`src/design/u8dw_pkg.sv`:
```
package u8dw_pkg;

    localparam int SUM_BITS = 16;
    localparam logic [20:0] REPLACEMENT_CP = 21'h00FFFD;

    typedef struct packed {
        logic [7:0] data_byte;
        logic       last_byte;
    } req_word_t;

    typedef struct packed {
        logic [15:0] total_width;
        logic        saturated;
    } rsp_word_t;

    // width to add for one byte step, and end-of-string mark
    typedef struct packed {
        logic [1:0] width;
        logic       last;
    } width_evt_t;

    function automatic logic [2:0] lead_length(input logic [7:0] b);
        logic [2:0] len;
        len = 3'd0;
        if (b[7] == 1'b0)
        begin
            len = 3'd1;
        end
        else if (b[7:5] == 3'b110)
        begin
            len = 3'd2;
        end
        else if (b[7:4] == 4'b1110)
        begin
            len = 3'd3;
        end
        else if (b[7:3] == 5'b11110)
        begin
            len = 3'd4;
        end
        return len;
    endfunction

    function automatic logic [20:0] assemble(input logic [7:0] b0, input logic [7:0] b1,
                                             input logic [7:0] b2, input logic [7:0] b3,
                                             input logic [2:0] len);
        logic [20:0] cp;
        case (len)
            3'd2:    cp = {10'd0, b0[4:0], b1[5:0]};
            3'd3:    cp = {5'd0, b0[3:0], b1[5:0], b2[5:0]};
            3'd4:    cp = {b0[2:0], b1[5:0], b2[5:0], b3[5:0]};
            default: cp = {13'd0, b0};
        endcase
        return cp;
    endfunction

    function automatic logic [1:0] cp_width(input logic [20:0] cp);
        logic [1:0] w;
        if (cp < 21'h20 || cp inside {[21'h7F:21'h9F]})
        begin
            w = 2'd0;
        end
        else if (cp inside {[21'h0300:21'h036F], [21'h1AB0:21'h1AFF], [21'h1DC0:21'h1DFF],
                            [21'h20D0:21'h20FF], [21'hFE20:21'hFE2F]})
        begin
            w = 2'd0;
        end
        else if (cp inside {[21'h1100:21'h115F], 21'h2329, 21'h232A,
                            [21'h2E80:21'h303E], [21'h3040:21'hA4CF],
                            [21'hAC00:21'hD7A3], [21'hF900:21'hFAFF],
                            [21'hFE10:21'hFE19], [21'hFE30:21'hFE6F],
                            [21'hFF00:21'hFF60], [21'hFFE0:21'hFFE6],
                            [21'h1F300:21'h1FAFF], [21'h20000:21'h3FFFD]})
        begin
            w = 2'd2;
        end
        else
        begin
            w = 2'd1;
        end
        return w;
    endfunction

    // width of a byte scored alone as a lead
    function automatic logic [1:0] single_width(input logic [7:0] b);
        logic [1:0] w;
        if (lead_length(b) == 3'd1)
        begin
            w = cp_width({13'd0, b});
        end
        else
        begin
            w = cp_width(REPLACEMENT_CP);
        end
        return w;
    endfunction

endpackage

```
`src/design/u8dw_front.sv`:
```
module u8dw_front (
    input  logic                  clk,
    input  logic                  rst_n,
    input  logic                  req_valid,
    output logic                  req_ready,
    input  u8dw_pkg::req_word_t   req_word,
    output logic                  evt_valid,
    input  logic                  evt_ready,
    output u8dw_pkg::width_evt_t  evt_word
);

    logic [7:0] held_reg [3];
    logic [7:0] held_next [3];
    logic [1:0] cnt_reg, cnt_next;
    logic [2:0] seq_reg, seq_next;

    logic [7:0] seq_b [4];
    logic [7:0] b;
    logic       last;
    logic [2:0] len;
    logic [1:0] w;
    logic [1:0] tail_w;
    logic       accept;

    assign b         = req_word.data_byte;
    assign last      = req_word.last_byte;
    assign req_ready = evt_ready;
    assign accept    = req_valid && evt_ready;
    assign len       = u8dw_pkg::lead_length(b);

    always_comb
    begin
        for (int i = 0; i < 3; i++)
        begin
            seq_b[i] = held_reg[i];
        end
        seq_b[3] = 8'd0;
        seq_b[cnt_reg] = b;
    end

    // rescoring of a truncated tail, lead already counted
    always_comb
    begin
        if (cnt_reg == 2'd1)
        begin
            tail_w = u8dw_pkg::single_width(b);
        end
        else if (u8dw_pkg::lead_length(held_reg[1]) == 3'd2)
        begin
            tail_w = u8dw_pkg::cp_width(u8dw_pkg::assemble(held_reg[1], b, 8'd0, 8'd0, 3'd2));
        end
        else
        begin
            tail_w = 2'(u8dw_pkg::single_width(held_reg[1]) + u8dw_pkg::single_width(b));
        end
    end

    always_comb
    begin
        for (int i = 0; i < 3; i++)
        begin
            held_next[i] = held_reg[i];
        end
        cnt_next = cnt_reg;
        seq_next = seq_reg;
        w        = 2'd0;
        if (seq_reg == 3'd0)
        begin
            if (len == 3'd0)
            begin
                w = u8dw_pkg::cp_width(u8dw_pkg::REPLACEMENT_CP);
            end
            else if (len == 3'd1)
            begin
                w = u8dw_pkg::cp_width({13'd0, b});
            end
            else if (last)
            begin
                w = u8dw_pkg::cp_width(u8dw_pkg::REPLACEMENT_CP);
            end
            else
            begin
                held_next[0] = b;
                cnt_next     = 2'd1;
                seq_next     = len;
            end
        end
        else
        begin
            if (({1'b0, cnt_reg} + 3'd1) >= seq_reg)
            begin
                w = u8dw_pkg::cp_width(u8dw_pkg::assemble(seq_b[0], seq_b[1], seq_b[2],
                                                          seq_b[3], seq_reg));
                cnt_next = 2'd0;
                seq_next = 3'd0;
            end
            else if (last)
            begin
                w = 2'(u8dw_pkg::cp_width(u8dw_pkg::REPLACEMENT_CP) + tail_w);
            end
            else
            begin
                for (int i = 0; i < 3; i++)
                begin
                    if (cnt_reg == 2'(i))
                    begin
                        held_next[i] = b;
                    end
                end
                cnt_next = cnt_reg + 2'd1;
            end
        end
        if (last)
        begin
            for (int i = 0; i < 3; i++)
            begin
                held_next[i] = 8'd0;
            end
            cnt_next = 2'd0;
            seq_next = 3'd0;
        end
    end

    assign evt_valid      = req_valid && (w != 2'd0 || last);
    assign evt_word.width = w;
    assign evt_word.last  = last;

    always_ff @(posedge clk or negedge rst_n)
    begin
        if (!rst_n)
        begin
            for (int i = 0; i < 3; i++)
            begin
                held_reg[i] <= 8'd0;
            end
            cnt_reg <= 2'd0;
            seq_reg <= 3'd0;
        end
        else if (accept)
        begin
            for (int i = 0; i < 3; i++)
            begin
                held_reg[i] <= held_next[i];
            end
            cnt_reg <= cnt_next;
            seq_reg <= seq_next;
        end
    end

endmodule

```
`src/design/u8dw_queue.sv`:
```
module u8dw_queue (
    input  logic                  clk,
    input  logic                  rst_n,
    input  logic                  push_valid,
    output logic                  push_ready,
    input  u8dw_pkg::width_evt_t  push_word,
    output logic                  pop_valid,
    input  logic                  pop_ready,
    output u8dw_pkg::width_evt_t  pop_word
);

    u8dw_pkg::width_evt_t slot_reg [2];
    logic       wr_ptr_reg, wr_ptr_next;
    logic       rd_ptr_reg, rd_ptr_next;
    logic [1:0] count_reg, count_next;
    logic       push, pop;

    assign push_ready = (count_reg != 2'd2);
    assign pop_valid  = (count_reg != 2'd0);
    assign pop_word   = slot_reg[rd_ptr_reg];
    assign push       = push_valid && push_ready;
    assign pop        = pop_valid && pop_ready;

    always_comb
    begin
        wr_ptr_next = push ? ~wr_ptr_reg : wr_ptr_reg;
        rd_ptr_next = pop ? ~rd_ptr_reg : rd_ptr_reg;
        count_next  = count_reg;
        if (push && !pop)
        begin
            count_next = count_reg + 2'd1;
        end
        else if (pop && !push)
        begin
            count_next = count_reg - 2'd1;
        end
    end

    always_ff @(posedge clk)
    begin
        if (push)
        begin
            slot_reg[wr_ptr_reg] <= push_word;
        end
    end

    always_ff @(posedge clk or negedge rst_n)
    begin
        if (!rst_n)
        begin
            wr_ptr_reg <= 1'b0;
            rd_ptr_reg <= 1'b0;
            count_reg  <= 2'd0;
        end
        else
        begin
            wr_ptr_reg <= wr_ptr_next;
            rd_ptr_reg <= rd_ptr_next;
            count_reg  <= count_next;
        end
    end

endmodule

```
`src/design/u8dw_back.sv`:
```
module u8dw_back (
    input  logic                  clk,
    input  logic                  rst_n,
    input  logic                  evt_valid,
    output logic                  evt_ready,
    input  u8dw_pkg::width_evt_t  evt_word,
    output logic                  rsp_valid,
    input  logic                  rsp_ready,
    output u8dw_pkg::rsp_word_t   rsp_word
);

    localparam int SB = u8dw_pkg::SUM_BITS;
    localparam logic [SB:0] SUM_MAX = {1'b0, {SB{1'b1}}};

    logic [SB-1:0]       sum_reg, sum_next;
    logic                sat_reg, sat_next;
    logic                rsp_valid_reg, rsp_valid_next;
    u8dw_pkg::rsp_word_t rsp_word_reg, rsp_word_next;
    logic [SB:0]         add;
    logic                pop;

    assign evt_ready = !evt_word.last || !rsp_valid_reg || rsp_ready;
    assign pop       = evt_valid && evt_ready;
    assign add       = {1'b0, sum_reg} + (SB + 1)'(evt_word.width);
    assign rsp_valid = rsp_valid_reg;
    assign rsp_word  = rsp_word_reg;

    always_comb
    begin
        logic [SB-1:0] s;
        logic          f;
        s              = sum_reg;
        f              = sat_reg;
        sum_next       = sum_reg;
        sat_next       = sat_reg;
        rsp_word_next  = rsp_word_reg;
        rsp_valid_next = rsp_valid_reg && !rsp_ready;
        if (pop)
        begin
            if (add >= SUM_MAX)
            begin
                s = SUM_MAX[SB-1:0];
                f = 1'b1;
            end
            else
            begin
                s = add[SB-1:0];
            end
            if (evt_word.last)
            begin
                rsp_word_next.total_width = 16'(s);
                rsp_word_next.saturated   = f;
                rsp_valid_next            = 1'b1;
                sum_next                  = '0;
                sat_next                  = 1'b0;
            end
            else
            begin
                sum_next = s;
                sat_next = f;
            end
        end
    end

    always_ff @(posedge clk)
    begin
        rsp_word_reg <= rsp_word_next;
    end

    always_ff @(posedge clk or negedge rst_n)
    begin
        if (!rst_n)
        begin
            sum_reg       <= '0;
            sat_reg       <= 1'b0;
            rsp_valid_reg <= 1'b0;
        end
        else
        begin
            sum_reg       <= sum_next;
            sat_reg       <= sat_next;
            rsp_valid_reg <= rsp_valid_next;
        end
    end

endmodule

```
`src/design/utf8_display_width.sv`:
```
// Terminal display width of a UTF-8 string.
// req channel: one string byte per word (data_byte), last_byte set on the
// final byte. rsp channel: one word per string with the summed width and a
// saturation flag. Both channels use valid/ready.
// Throughput: one byte per cycle while the queue has room. The front
// decoder classifies each byte in the cycle it is accepted and pushes a
// width word into a 2-entry queue for a nonzero width or the last byte;
// the back accumulator drains one word per cycle unless a last word waits
// on a stalled rsp. Results pass the queue, then the output register.
// When rsp stalls, the result is held in the output register and the back
// keeps adding widths of the next string; it stops only on that string's
// last word, and the front stops taking bytes once the queue is full.
// Reset clears the decoder, the queue, the accumulator and the output valid;
// no initialization time is needed.
module utf8_display_width (
    input  logic                 clk,
    input  logic                 rst_n,
    input  logic                 req_valid,
    output logic                 req_ready,
    input  u8dw_pkg::req_word_t  req_word,
    output logic                 rsp_valid,
    input  logic                 rsp_ready,
    output u8dw_pkg::rsp_word_t  rsp_word
);

    logic                 fq_valid, fq_ready;
    u8dw_pkg::width_evt_t fq_word;
    logic                 qb_valid, qb_ready;
    u8dw_pkg::width_evt_t qb_word;

    u8dw_front u_front (
        .clk       (clk),
        .rst_n     (rst_n),
        .req_valid (req_valid),
        .req_ready (req_ready),
        .req_word  (req_word),
        .evt_valid (fq_valid),
        .evt_ready (fq_ready),
        .evt_word  (fq_word)
    );

    u8dw_queue u_queue (
        .clk        (clk),
        .rst_n      (rst_n),
        .push_valid (fq_valid),
        .push_ready (fq_ready),
        .push_word  (fq_word),
        .pop_valid  (qb_valid),
        .pop_ready  (qb_ready),
        .pop_word   (qb_word)
    );

    u8dw_back u_back (
        .clk       (clk),
        .rst_n     (rst_n),
        .evt_valid (qb_valid),
        .evt_ready (qb_ready),
        .evt_word  (qb_word),
        .rsp_valid (rsp_valid),
        .rsp_ready (rsp_ready),
        .rsp_word  (rsp_word)
    );

endmodule
```
`config.mk`:
```
export PLATFORM = sky130hd
export DESIGN_NAME = utf8_display_width
export DESIGN_NICKNAME = d
export VERILOG_FILES = /design/src/design/u8dw_pkg.sv /design/src/design/u8dw_front.sv /design/src/design/u8dw_queue.sv /design/src/design/u8dw_back.sv /design/src/design/utf8_display_width.sv
export SDC_FILE = /design/constraint.sdc
export NUM_CORES = 1
export LEC_CHECK = 0
export BUFFER_PORTS_ARGS = -buffer_cell sky130_fd_sc_hd__buf_4
export CORE_MARGIN = 5
export CORE_UTILIZATION = 52
export DETAILED_ROUTE_END_ITERATION = 7
export PLACE_DENSITY = 0.75
export SYNTH_ARGS = -nofsm -noshare
export SYNTH_HDL_FRONTEND = slang
export SYNTH_SLANG_ARGS = --single-unit
export TNS_END_PERCENT = 10
```
`constraint.sdc`:
```
create_clock -name clk -period 3.6 [get_ports clk]
set_input_delay 0.72 -clock clk [delete_from_list [all_inputs] [get_ports clk]]
set_output_delay 0.72 -clock clk [all_outputs]
set_load 0.01 [all_outputs]
```
* Word-level counts from Yosys, hierarchy flattened *
Memory sizes are Yosys's and may differ from the RTL's.
Index checks and enable logic that the tools add are counted.

operators by class
  add/subtract/negate cells = 7
  $lt $le $gt $ge = 144
  eq/ne operators = 26
  multiplexer cells = 78
  bitwise logic cells = 3
  reductions and logical operators = 112

operator list
  operator                                                             count
  <= comparator 21 x 16 -> 1 bit, second input constant                16
  greater-or-equal comparator 21 x 16 -> 1 bit, second input constant  14
  <= comparator 8 x 16 -> 1 bit, second input constant                 16
  greater-or-equal comparator 8 x 16 -> 1 bit, second input constant   14
  greater-or-equal comparator 21 x 13 -> 1 bit, second input constant  6
  greater-or-equal comparator 21 x 14 -> 1 bit, second input constant  6
  <= comparator 21 x 13 -> 1 bit, second input constant                6
  == test 21 x 14 -> 1 bit, second input constant                      4
  greater-or-equal comparator 8 x 14 -> 1 bit, second input constant   6
  <= comparator 21 x 14 -> 1 bit, second input constant                4
  2-to-1 mux 21 bit                                                    4
  greater-or-equal comparator 8 x 13 -> 1 bit, second input constant   6
  <= comparator 8 x 13 -> 1 bit, second input constant                 6
  logical AND 1 bit                                                    76
  2-to-1 mux 2 bit                                                     33
  one-hot mux 21 bit (3 select lines)                                  1
  2-to-1 mux 3 bit                                                     19
  <= comparator 8 x 14 -> 1 bit, second input constant                 4
  2-to-1 mux 8 bit                                                     7
  nonzero test 13 bit                                                  4
  2-to-1 mux 16 bit                                                    3
  2-to-1 mux 24 bit                                                    2
  greater-or-equal comparator 21 x 10 -> 1 bit, second input constant  2
  greater-or-equal comparator 21 x 17 -> 1 bit, second input constant  2
  other kinds (52)                                                     109

word-level totals
  flip-flop bits (word level) = 68
  memory bits (writable) = 6
  input bits = 13
  output and inout bits = 19
  logic and storage cells = 384
  memories kept = 1

memories
  memory            depth  bits a word  read ports  clocked after memory_dff  wr ports  line              source
  u_queue.slot_reg  2      3            1           0                         1         u8dw_queue.sv:12  u8dw_pkg::width_evt_t slot_reg [2];

* Logic depth before layout (Yosys ltp) *
Gate-level depths: netlist of the first run.

  word-level depth = 29
  depth in mapped cells = 17
  depth with buffers taken out = 14

* Cells and area by module *
From an unflattened synthesis of the first run, not the netlist that was laid out.

second synthesis, totals
  cell total of the unflattened synthesis = 598
  area total of the unflattened synthesis = 5585.4 µm²

modules (own cells, without submodules)
  module      instances  cells each  area an instance (µm²)  sequential area each (µm²)
  u8dw_front  1          403         3318.2                  675.6
  u8dw_back   1          168         1841.8                  960.9
  u8dw_queue  1          27          425.4                   280.3

* Least setup slack after synthesis of the first run *
Ideal clock, no wire load.

  kind = flip-flop to flip-flop
  start = reg u_front.cnt_reg[0]
  end = reg u_queue.count_reg[1]
  library setup time = 0.079 ns
  data arrival time = 3.503 ns
  required time = 3.521 ns
  slack = 0.018 ns
  cell stages (with the launch flop) = 16
  path buffers = 2
  clock period less this slack = 3.582 ns
  path through = dfrtp_1 > inv_1 > ha_1 > clkbuf_8 > mux2_2 > a222oi_1 > buf_4 > and3_1 > or3b_1 > a2111oi_0 > nor3_1 > nand4_1 > a21oi_1 > ha_1 > nor2_1 > xor2_1

on the way
  word-level cells in the longest chain between the ends = 24

RTL lines
  item                                                                                                           line               source
  from (decl)                                                                                                    u8dw_front.sv:14   logic [1:0] cnt_reg, cnt_next;
  from (signal assigned)                                                                                         u8dw_front.sv:145  cnt_reg <= cnt_next;
  inverter 2 -> 3 bit (implied by the code)                                                                      u8dw_front.sv:38   seq_b[cnt_reg] = b;
  greater-or-equal comparator 3 bit (implied by the code) / < comparator 3 x 1 -> 1 bit (equally long branches)  u8dw_front.sv:38
  logical AND 1 bit (implied by the code)                                                                        u8dw_front.sv:38
  2-to-1 mux 8 bit (implied by the code)                                                                         u8dw_front.sv:38
  demux 8 bit (select 2 bit)                                                                                     u8dw_front.sv:38
  bitwise mux 32 bit                                                                                             u8dw_front.sv:38
  one-hot mux 21 bit (3 select lines)                                                                            u8dw_pkg.sv:48     case (len)
  2-to-1 mux 21 bit                                                                                              u8dw_front.sv:90   if (({1'b0, cnt_reg} + 3'd1) >= seq_reg)
  [9 not listed]                                                                                                 --
  nonzero test 2 bit (*)                                                                                         u8dw_front.sv:124  assign evt_valid = req_valid && (w != 2'd0 || last);
  logical OR 1 bit (*)                                                                                           u8dw_front.sv:124
  logical AND 1 bit (*)                                                                                          u8dw_front.sv:124
  logical AND 1 bit (*)                                                                                          u8dw_queue.sv:21   assign push = push_valid && push_ready;
  via u_queue.push                                                                                               u8dw_queue.sv:16   logic push, pop;
  zero test 1 bit                                                                                                u8dw_queue.sv:33   else if (pop && !push)
  logical AND 1 bit                                                                                              u8dw_queue.sv:33
  nonzero test 2 bit (no line)                                                                                   --
  to (signal assigned)                                                                                           u8dw_queue.sv:59   count_reg <= count_next;
  to (decl)                                                                                                      u8dw_queue.sv:15   logic [1:0] count_reg, count_next;

The timed path passes the listed nets; every way through them passes the cells marked *. The select of a mux whose other input is x is not followed.
A chain may end at the register's enable or synchronous reset.

* Final worst setup path of the first run *
Ends and elaborated chain as after synthesis.

==> results.toml, run 1 <==
[status]
status = "finished, final reports clean"

[cells_and_area]
drive_gt1_share_pct = 31.7
layout_commonest_cell = "buf_4"
n_antenna_cell = 0
fillerInstances = 820
final_cell_mix = "buf_4 (113), dfrtp_1 (48), nand2_1 (41)"
largest_reg_flops = 22
synthToLayoutAreaGrowth_pct = 22.4
final_nets = 693
stdcell_count = 808

[worst_setup_path]
endpoint_kind = "register"
cp.arrival_ns = 3.76
critPathSlowestCell = "dfrtp_2"
cp_max_fo = 15
max_stage_delay_ns = 0.47
path_cells = "inv_4 > ha_4 > buf_12 > mux2_2 > a22oi_1 > and3_4 > or3b_4 > a2111oi_4 > nor3_2 > nand4_1 > a21oi_2 > ha_2 > xor2_1 > nor2_1 > xor2_1"
cp-start-kind = "register"
critPathBufInv = 2
cpLargestDelayFamily = "simple AND/OR/NAND/NOR gates"
cp.required_ns = 3.86
crit_type = "register to register"
crit_path_frequent_cell = "xor2_1"

[job]
cap_violations = 0

[pwr]
p_leak_nw = 2.74
combPwrFrac_pct = 59.9
pwr_density_cell_nw_per_um2 = 804
p_switching_mw = 2.35
pwr-share-seq_pct = 26.1
switching_share_pct = 44.0
totalPowerFinal_mw = 5.33
clockPowerShare_pct = 14.0
p_int_mw = 2.98
vdd_drop_max_v = 0.000436

[timing]
setup_viol = 0
rsz0062_at_grt = "true"
hold_viol = 0
fin_ws_ns = 0.0932
slew_headroom_pct = 26.3
maxClockFrequency_mhz = 285
finalClockSkew_ns = 0.0130
worstMarginPinSlew_ns = 1.10
post-route-period-util_pct = 97.4
period_needed_ns = 3.51
slew_viol_final = 0

[placement]
dp_slack_ns = -0.104
dp.cells = 784
portBuffers = 31
gp_congestion = 1.09
dp_hpwl_mm = 13.3

[synth]
synth.distinct_cells = 82
synth_fp_nets = 599
syn_area_um2 = 5410
synth-main-ff-cell = "dfrtp_1"
yosys_warnings = 0
synthCells = 573
seq_area_frac_synth_pct = 35.4
synth_edf_count = 23
async_flop_share_pct = 68.1
synth_area_per_cell_um2 = 9.44
synth-seq-cells = 72

[clock_network]
clk_latency_ns = 0.34
cts_max_path_buffers = 2
cts_hold_buffers = 0
cts_inserted_buffers = 9
cts.sinks = 72
htree_levels = 3
clk_pin_slew_worst_paths_ns = 0.08
cts_root_buffer = "clkbuf_8"
cts_tree = "built"

[drt]
drc_errors = 0
drt-total-wl_mm = 17.6
wl_per_cell_um = 21.8
num_vias = 5420
ant_nets = 0
first_pass_iters = 6
vias_per_cell = 6.71
drtIter0Drc = 721

[floorplanning]
num_rows = 37
die_w_um = 112
initial_core_util_pct = 52.9
pin_count = 32
core_um2 = 10200
die_h_um = 112
die-area_um2 = 12500

[global_route]
grt_pass1_wl_mm = 28.1
grt_max_degree = 50
grt_usage_pct = 27.7
grt_pass1_vias = 5349
grt-ovfl-total = 0
antenna_found_initial = 0

[hold_path]
hold_class = "input port to async pin"
[layout make-up]
cell class              count  area, um2  share of cell area (%)
clock inverters             5       86.3                    1.30
inverters                  13       51.3                   0.774
multi-input cells         456       3380                    51.0
well taps                 136        170                    2.57
flip-flops and latches     72       1920                    29.0
clock buffers              11        141                    2.13
repair buffers            115        880                    13.3
[synth_stat cells (3+ instances only)]
master	number	area (um2)
a2111oi_0	4	35.0
a211oi_1	8	60.1
a21o_1	3	22.5
a21oi_1	23	115
a22o_1	12	105
a22oi_1	10	75.1
a31oi_1	7	43.8
a32o_1	3	30.0
a32oi_1	5	43.8
and2_1	3	18.8
and3_1	7	43.8
and4_1	3	26.3
buf_2	4	20.0
buf_4	6	45.0
buf_6	5	56.3
clkbuf_1	14	52.6
clkbuf_8	3	41.3
dfrtp_1	49	1230
edfxtp_1	23	691
ha_1	12	150
inv_1	13	48.8
mux2_2	42	473
mux2i_1	14	140
nand2_1	41	154
nand2b_1	8	50.1
nand3_1	26	130
nand4_1	17	106
nor2_1	38	143
nor2b_1	12	75.1
nor3_1	20	100
nor4_1	8	50.1
o2111ai_1	6	52.6
o211ai_1	7	52.6
o21ai_0	23	115
o22a_1	4	35.0
o22ai_1	8	50.1
o31ai_1	3	22.5
or4_1	4	30.0
xnor2_1	10	87.6
xor2_1	9	78.8
[path summary, 6_finish.rpt]
| path | to | cells past startpoint | from | slack (ns) |
|---|---|---|---|---|
| worst min-delay path | u_back.sat_reg | 1 | rst_n | 0.38 |
| worst max-delay path | u_queue.count_reg[1] | 15 | u_front.cnt_reg[0] | 0.09 |
| worst max register to register | u_queue.count_reg[1] | 15 | u_front.cnt_reg[0] | 0.09 |
| max in group asynchronous | u_front.cnt_reg[0] | 1 | rst_n | 2.73 |
| worst min register to register | u_back.sat_reg | 2 | u_back.sat_reg | 0.52 |
| min in group clk | u_back.sat_reg | 2 | u_back.sat_reg | 0.52 |
[power by group through the flow]
stage | Clock [mW] | Sequential, mW | Combinational [mW]
2_1_floorplan | 0 | 1.35 | 1.77
3_3_place_gp | 0 | 1.37 | 2.90
3_5_place_dp | 0 | 1.39 | 2.90
4_1_cts | 0.759 | 1.37 | 2.96
5_1_grt | 0.800 | 1.42 | 3.39
6_report | 0.745 | 1.39 | 3.19
[routing by layer]
metal  global-route usage, %  up-vias  share of wire (%)
met5                       0        -                  0
li1                        -     2419                  -
met3                    4.78       54                9.2
met1                    35.0     2623                 38
met4                    10.1        0                3.1
met2                    47.6      324                 49
[what timing repair did]
| action | 4_1_cts | 5_1_grt |
|---|---|---|
| endpoints found under the setup margin | 1 | 12 |
| gates resized for setup | 9 | 26 |
| pin swaps | 1 | 10 |
| endpoints found under the hold margin | 0 | 0 |
| setup buffers | 3 | 5 |
[cells by family after synthesis]
family / share of synthesized area [%]
xor gates and xnor gates: 3.08
AOI/OAI and AO/OA: 21.4
and+or+nand+nor: 20.5
buffers and inverters: 4.88
muxes: 11.6
adders and majority gates: 3.15
DFF: 35.4
[per-stage QoR]
step | area (um2) | hold WS (ns) | util (%) | TNS (ns)
global route | 6620 | 0.436 | 64.7 | -0.107
detailed placement | 6190 | 0.493 | 60.5 | -0.104
finish | 6620 | 0.377 | 64.7 | 0
global placement | 6190 | 0.471 | 60.5 | -0.0144
floorplan | 5410 | 0.424 | - | 0
CTS | 6470 | 0.412 | 63.2 | 0
No activity file was read; power rests on OpenSTA's default activity.
==> run 2, diff against run 1 <==
--- a/config.mk
+++ b/config.mk
@@ -5,6 +5,7 @@
 export SDC_FILE = /design/constraint.sdc
 export NUM_CORES = 1
 export LEC_CHECK = 0
+export ABC_AREA = 1
 export BUFFER_PORTS_ARGS = -buffer_cell sky130_fd_sc_hd__buf_4
 export CORE_MARGIN = 5
 export CORE_UTILIZATION = 52
==> run 2 against run 1 <==
Area after synthesis grew 6.5%. Total power is 6.4% higher. Register-to-register slack better by 0.08 ns. Maximum frequency grew 2.4%. Setup slack better by 0.081 ns. Global-route usage up 0.093 points. Flip-flop and latch count did not move. Synthesized cell count up 54%. Clock skew down 0.0010 ns. Die area increased by 6.0%. Sequential power about the same. Non-clock buffer count up 54. Critical endpoint unchanged. Largest power group unchanged.
==> results.toml, run 2 <==
[status]
status = "finished, final reports clean"

[placement]
place_area_um2 = 6930
portBuffers = 31
dp_hpwl_mm = 14.0
dp.cells = 1149
gp_congestion = 1.02

[clock_network]
cts_tree = "built"
cts_inserted_buffers = 9
clk_latency_ns = 0.37
cts.sinks = 72
cts_max_path_buffers = 2
htree_levels = 3
cts_root_buffer = "clkbuf_8"
clk_pin_slew_worst_paths_ns = 0.09

[worst_setup_path]
crit_type = "register to register"
endpoint_kind = "register"
cp_max_fo = 4
cp-start-kind = "register"
cp.required_ns = 3.85
cp.arrival_ns = 3.68

[cells_and_area]
drive_gt1_share_pct = 31.4
stdcell_count = 1189
largest_reg_flops = 22
final_cell_mix = "nand2_1 (237), buf_4 (154), inv_1 (116)"
fillerInstances = 865
n_antenna_cell = 0
finalInstanceArea_um2 = 7870
layout_commonest_cell = "nand2_1"
synthToLayoutAreaGrowth_pct = 36.5
final_nets = 1070

[timing]
maxClockFrequency_mhz = 292
slew_headroom_pct = 32.8
hold_viol = 0
worstMarginPinSlew_ns = 1.00
rsz0062_at_grt = "true"
post-route-period-util_pct = 95.2
period_needed_ns = 3.43
finalClockSkew_ns = 0.0120
setup_viol = 0
slew_viol_final = 0

[global_route]
grt_pass1_wl_mm = 28.7
grt_max_degree = 50
grt_usage_pct = 27.8
grt-ovfl-total = 0
grt_pass1_vias = 5879
antenna_found_initial = 0

[job]
cap_violations = 0

[floorplanning]
die_w_um = 115
num_rows = 38
initial_core_util_pct = 53.2
core_um2 = 10800
die-area_um2 = 13300
pin_count = 32
die_h_um = 115

[synth]
synth-seq-cells = 72
synth_area_per_cell_um2 = 6.54
synth_area_leaders = "dfrtp_1 (21%), nand2_1 (18%), edfxtp_1 (12%)"
synth.distinct_cells = 43
seq_area_frac_synth_pct = 33.3
async_flop_share_pct = 68.1
ys_top_cells_by_count = "nand2_1 (282), inv_1 (128), nor2_1 (109), nand3_1 (63), dfrtp_1 (49)"
synth_top_cell_by_area = "dfrtp_1"
synth_fp_nets = 907
synth_edf_count = 23
synth-main-ff-cell = "dfrtp_1"
yosysMostFrequentCell = "nand2_1"
yosysTopAreaCellShare_pct = 21.3
syn_area_um2 = 5760
synthCells = 881
yosys_warnings = 0

[drt]
first_pass_iters = 6
drc_errors = 0
drt-total-wl_mm = 18.5
vias_per_cell = 5.46
ant_nets = 0
drtIter0Drc = 507
num_vias = 6495
wl_per_cell_um = 15.6

[pwr]
pwr_density_cell_nw_per_um2 = 720
p_leak_nw = 4.09
vdd_drop_max_v = 0.000511

[hold_path]
hold_class = "input port to async pin"
run 2: cells by family (layout without fill, tap and decap cells):
kind of cell | Yosys count | in the layout | synth area share [%]
adders and majority gates | 13 | 13 | 2.95
AOI/OAI and AO/OA | 96 | 96 | 9.64
DFF | 72 | 72 | 33.3
buffers and inverters | 150 | 318 | 10.8
and+or+nand+nor | 537 | 537 | 41.3
muxes | 1 | 1 | 0.174
xor gates and xnor gates | 12 | 12 | 1.82
run 2: what timing repair did:
action | CTS | global route
gates cloned | 0 | 1
pin swaps | 1 | 51
resized for setup | 12 | 143
buffers inserted | 0 | 23
setup endpoints to repair | 2 | 40
hold buffers | 0 | 0
run 2: path summary, 6_finish.rpt:
| check | from | slack (ns) | to | depth (start not counted) |
|---|---|---|---|---|
| max in group asynchronous | rst_n | 2.79 | u_front.cnt_reg[0] | 1 |
| worst min-delay path | rst_n | 0.37 | u_front.cnt_reg[1] | 1 |
| worst max-delay path | u_front.cnt_reg[1] | 0.17 | u_queue.count_reg[1] | 25 |
| worst max register to register | u_front.cnt_reg[1] | 0.17 | u_queue.count_reg[1] | 25 |
| worst min register to register | u_queue.wr_ptr_reg | 0.49 | u_queue.wr_ptr_reg | 2 |
| min in group clk | u_queue.wr_ptr_reg | 0.49 | u_queue.wr_ptr_reg | 2 |
run 2: power breakdown:
part | internal (mW) | total (mW) | switching [mW]
registers | 1.18 | 1.41 | 0.228
logic | 1.51 | 3.60 | 2.09
clock network | 0.335 | 0.658 | 0.323
total | 3.02 | 5.67 | 2.65
run 2: metal layers:
metal | routed length (um) | vias up | global-route usage [%]
met2 | 8820 | 284 | 46.1
met3 | 1270 | 62 | 5.16
li1 | - | 3169 | -
met1 | 7520 | 2980 | 35.5
met4 | 924 | 0 | 12.1
met5 | 0 | - | 0
run 2: stage by stage:
step	hold slack (ns)	power (mW)	setup TNS, ns	setup slack, ns	utilization (%)
after CTS	0.371	5.13	0	0.00911	66.2
after global routing	0.402	6.09	-1.08	-0.116	72.6
after detailed placement	0.474	4.42	-0.111	-0.103	64.0
after global placement	0.459	4.38	-0.132	-0.113	64.0
after floorplan	0.424	3.06	0	0.258	-
final	0.369	5.67	0	0.174	72.6
run 2: final cells by class:
type,instances,area (um2),area share [%]
well taps,140,175,2.23
inverters,133,517,6.57
clock inverters,5,35.0,0.445
repair buffers,169,1360,17.3
clock buffers,11,174,2.21
multi-input cells,659,3690,46.8
flip-flops and latches,72,1920,24.4
run 2: worst max-delay path, cell delays in order, from the launching register on:
cell and delay (ns):
dfrtp_1 0.43, inv_4 0.09, ha_4 0.18, inv_1 0.11, nand2_1 0.08, nand2_1 0.17, nand2_1 0.12, o21ai_4 0.11
nand2_2 0.11, buf_4 0.17, nor2_2 0.12, nand2_1 0.08, buf_4 0.13, nand4_1 0.13, nand3_2 0.12, nor2_4 0.14
nand3_2 0.07, o21bai_1 0.14, nand2_1 0.09, nand2_2 0.09, nand2_2 0.07, inv_2 0.07, ha_4 0.19, a21oi_2 0.11
o21ai_2 0.07, xnor2_1 0.12
==> run 3, diff against run 2 <==
--- a/config.mk
+++ b/config.mk
@@ -13,5 +13,6 @@
 export PLACE_DENSITY = 0.75
 export SYNTH_ARGS = -nofsm -noshare
 export SYNTH_HDL_FRONTEND = slang
+export SYNTH_HIERARCHICAL = 1
 export SYNTH_SLANG_ARGS = --single-unit
 export TNS_END_PERCENT = 10
==> run 3 against run 2 <==
Register-to-register slack got worse by 0.06 ns. Clock-buffer cell count rose by 1. Maximum frequency fell by 1.8%. Via count rose by 10%. Clock power rose by 34%. Largest cell class unchanged. First-iteration DRC count rose by 11%. Final cell count rose by 8.7%. Clock skew fell by 0.0076 ns. Sequential share of layout area fell by 1.3 points.
==> results.toml, run 3 <==
[status]
status = "finished, final reports clean"

[synth]
synth.distinct_cells = 43
yosysMostFrequentCell = "nand2_1"
ys_top_cells_by_count = "nand2_1 (382), nor2_1 (117), inv_1 (96), nand3_1 (77), dfrtp_1 (49)"
synth_area_leaders = "nand2_1 (23%), dfrtp_1 (19%), edfxtp_1 (11%)"
yosys_warnings = 6
synth_edf_count = 23
synth_top_cell_by_area = "nand2_1"
async_flop_share_pct = 68.1
syn_area_um2 = 6330
seq_area_frac_synth_pct = 30.3
synth-main-ff-cell = "dfrtp_1"
synth-seq-cells = 72
synth_fp_nets = 1024
synth_area_per_cell_um2 = 6.35
yosysTopAreaCellShare_pct = 22.6
synthCells = 998

[timing]
post-route-period-util_pct = 96.9
period_needed_ns = 3.49
rsz0062_at_grt = "true"
fin_ws_ns = 0.110
worstMarginPinSlew_ns = 0.841
slew_headroom_pct = 43.8
hold_ws_ns = 0.410
slew_viol_final = 0
maxClockFrequency_mhz = 287
setup_viol = 0
finalClockSkew_ns = 0.00447
hold_viol = 0

[worst_setup_path]
reg2reg_slack_ns = 0.11
r2r_cells = 30
reg2reg_from = "u_front/cnt_reg[1]"
cp.arrival_ns = 3.72
critPathBufInv = 4
endpoint_kind = "register"
crit_path_frequent_cell = "nand2_1"
r2r_end = "u_queue/count_reg[1]"
cp-start-kind = "register"
max_stage_delay_ns = 0.42
cpLargestDelayFamily = "simple AND/OR/NAND/NOR gates"
critPathSlowestCell = "dfrtp_1"
cp.required_ns = 3.83
crit_type = "register to register"
cp_max_fo = 7

[global_route]
antenna_found_initial = 0
grt_max_degree = 50
grt-ovfl-total = 0
grt_pass1_vias = 6539
grt_usage_pct = 27.2
grt_pass1_wl_mm = 31.6

[drt]
num_vias = 7169
ant_nets = 0
first_pass_iters = 5
drtIter0Drc = 563
vias_per_cell = 5.54
drt-total-wl_mm = 20.0
wl_per_cell_um = 15.5
drc_errors = 0

[clock_network]
cts_max_path_buffers = 2
cts_root_buffer = "clkbuf_16"
cts.sinks = 72
cts_hold_buffers = 0
clk_pin_slew_worst_paths_ns = 0.06
clk_latency_ns = 0.34
cts_inserted_buffers = 9
htree_levels = 3
cts_tree = "built"

[cells_and_area]
n_antenna_cell = 0
layout_commonest_cell = "nand2_1"
largest_reg_flops = 22
final_nets = 1167
final_cell_mix = "nand2_1 (347), buf_4 (140), nor2_1 (94)"
final_util_pct = 69.5
synthToLayoutAreaGrowth_pct = 31.3
drive_gt1_share_pct = 30.5

[floorplanning]
die_w_um = 120
die_h_um = 120
die-area_um2 = 14500
initial_core_util_pct = 52.9
pin_count = 32
num_rows = 40
core_um2 = 12000

[hold_path]
hold_class = "input port to async pin"

[pwr]
p_leak_nw = 4.28
vdd_drop_max_v = 0.000528
pwr_density_cell_nw_per_um2 = 713

[placement]
gp_congestion = 0.983
dp_hpwl_mm = 15.0
dp_slack_ns = -0.222
portBuffers = 31

[job]
cap_violations = 0
==> run 3: cell count changes in the layout (fill, tap and decap cells not counted), sizes merged, moves of 4 or more <==
| cell | previous run | this run |
|---|---|---|
| a21oi | 17 | 13 |
| o22ai | 14 | 0 |
| nand2 | 292 | 413 |
| xor2 | 10 | 1 |
| o211ai | 9 | 4 |
| inv | 133 | 109 |
| buf | 169 | 149 |
| nand3 | 70 | 97 |
| nor3 | 11 | 16 |
| nor2 | 124 | 145 |
==> run 3: metal layers <==
metal	track usage, %	vias to the layer above	share of wire, %
li1	-	3493	-
met1	35.7	3302	42
met2	45.2	317	47
met3	3.88	57	6.3
met4	11.0	0	4.1
met5	0	-	0
==> run 3: how the worst max path moves through the flow <==
| stage | start | to | slack [ns] | depth (start not counted) |
|---|---|---|---|---|
| finish | u_front/cnt_reg[1] | u_queue/count_reg[1] | 0.11 | 30 |
| global route | u_front/cnt_reg[1] | u_queue/count_reg[1] | -0.14 | 31 |
| CTS | u_front/cnt_reg[0] | u_queue/count_reg[1] | 0.002 | 28 |
| detailed placement | u_front/cnt_reg[1] | u_queue/count_reg[1] | -0.22 | 28 |
| global placement | u_front/cnt_reg[1] | u_queue/count_reg[1] | -0.21 | 28 |
| floorplan | u_front/cnt_reg[0] | u_queue/count_reg[1] | 0.25 | 31 |
==> run 3: cell type report <==
class / instances / area (um2)
multi-input combinational: 798 / 4280
fill: 1020 / 3650
sequential: 72 / 1920
timing repair buffer: 149 / 1200
inverter: 111 / 435
clock buffer: 12 / 278
tap: 147 / 184
clock inverter: 4 / 25.0
==> run 3: kinds of logic after synthesis <==
logic type / synth area share [%]
simple gates: 51.2
buf+inv: 8.58
compound gates: 6.88
flops: 30.3
fa+ha+maj: 2.69
xor+xnor: 0.395
==> run 3: repair_timing <==
action | 4_1_cts | 5_1_grt
cloned | 0 | 1
setup buffers | 0 | 16
gates resized for setup | 19 | 104
pin swaps | 4 | 42
endpoints found under the setup margin | 8 | 9
==> run 3: where the power goes <==
| part | switching (mW) | internal (mW) | leakage, nW | total (mW) |
|---|---|---|---|---|
| registers | 0.194 | 1.18 | 0.866 | 1.37 |
| logic | 2.23 | 1.45 | 3.27 | 3.68 |
| clock network | 0.339 | 0.543 | 0.146 | 0.882 |
| total | 2.76 | 3.17 | 4.28 | 5.93 |
==> run 3: per-stage QoR <==
| stage | instances | total power [mW] | cell area [um2] | TNS, ns |
|---|---|---|---|---|
| detailed placement | 1260 | 4.52 | 7440 | -0.906 |
| CTS | 1276 | 5.48 | 7810 | 0 |
| global placement | 1260 | 4.49 | 7440 | -0.782 |
| floorplan | 998 | 3.24 | 6330 | 0 |
| global route | 1293 | 6.37 | 8310 | -0.509 |
| finish | 1293 | 5.93 | 8310 | 0 |
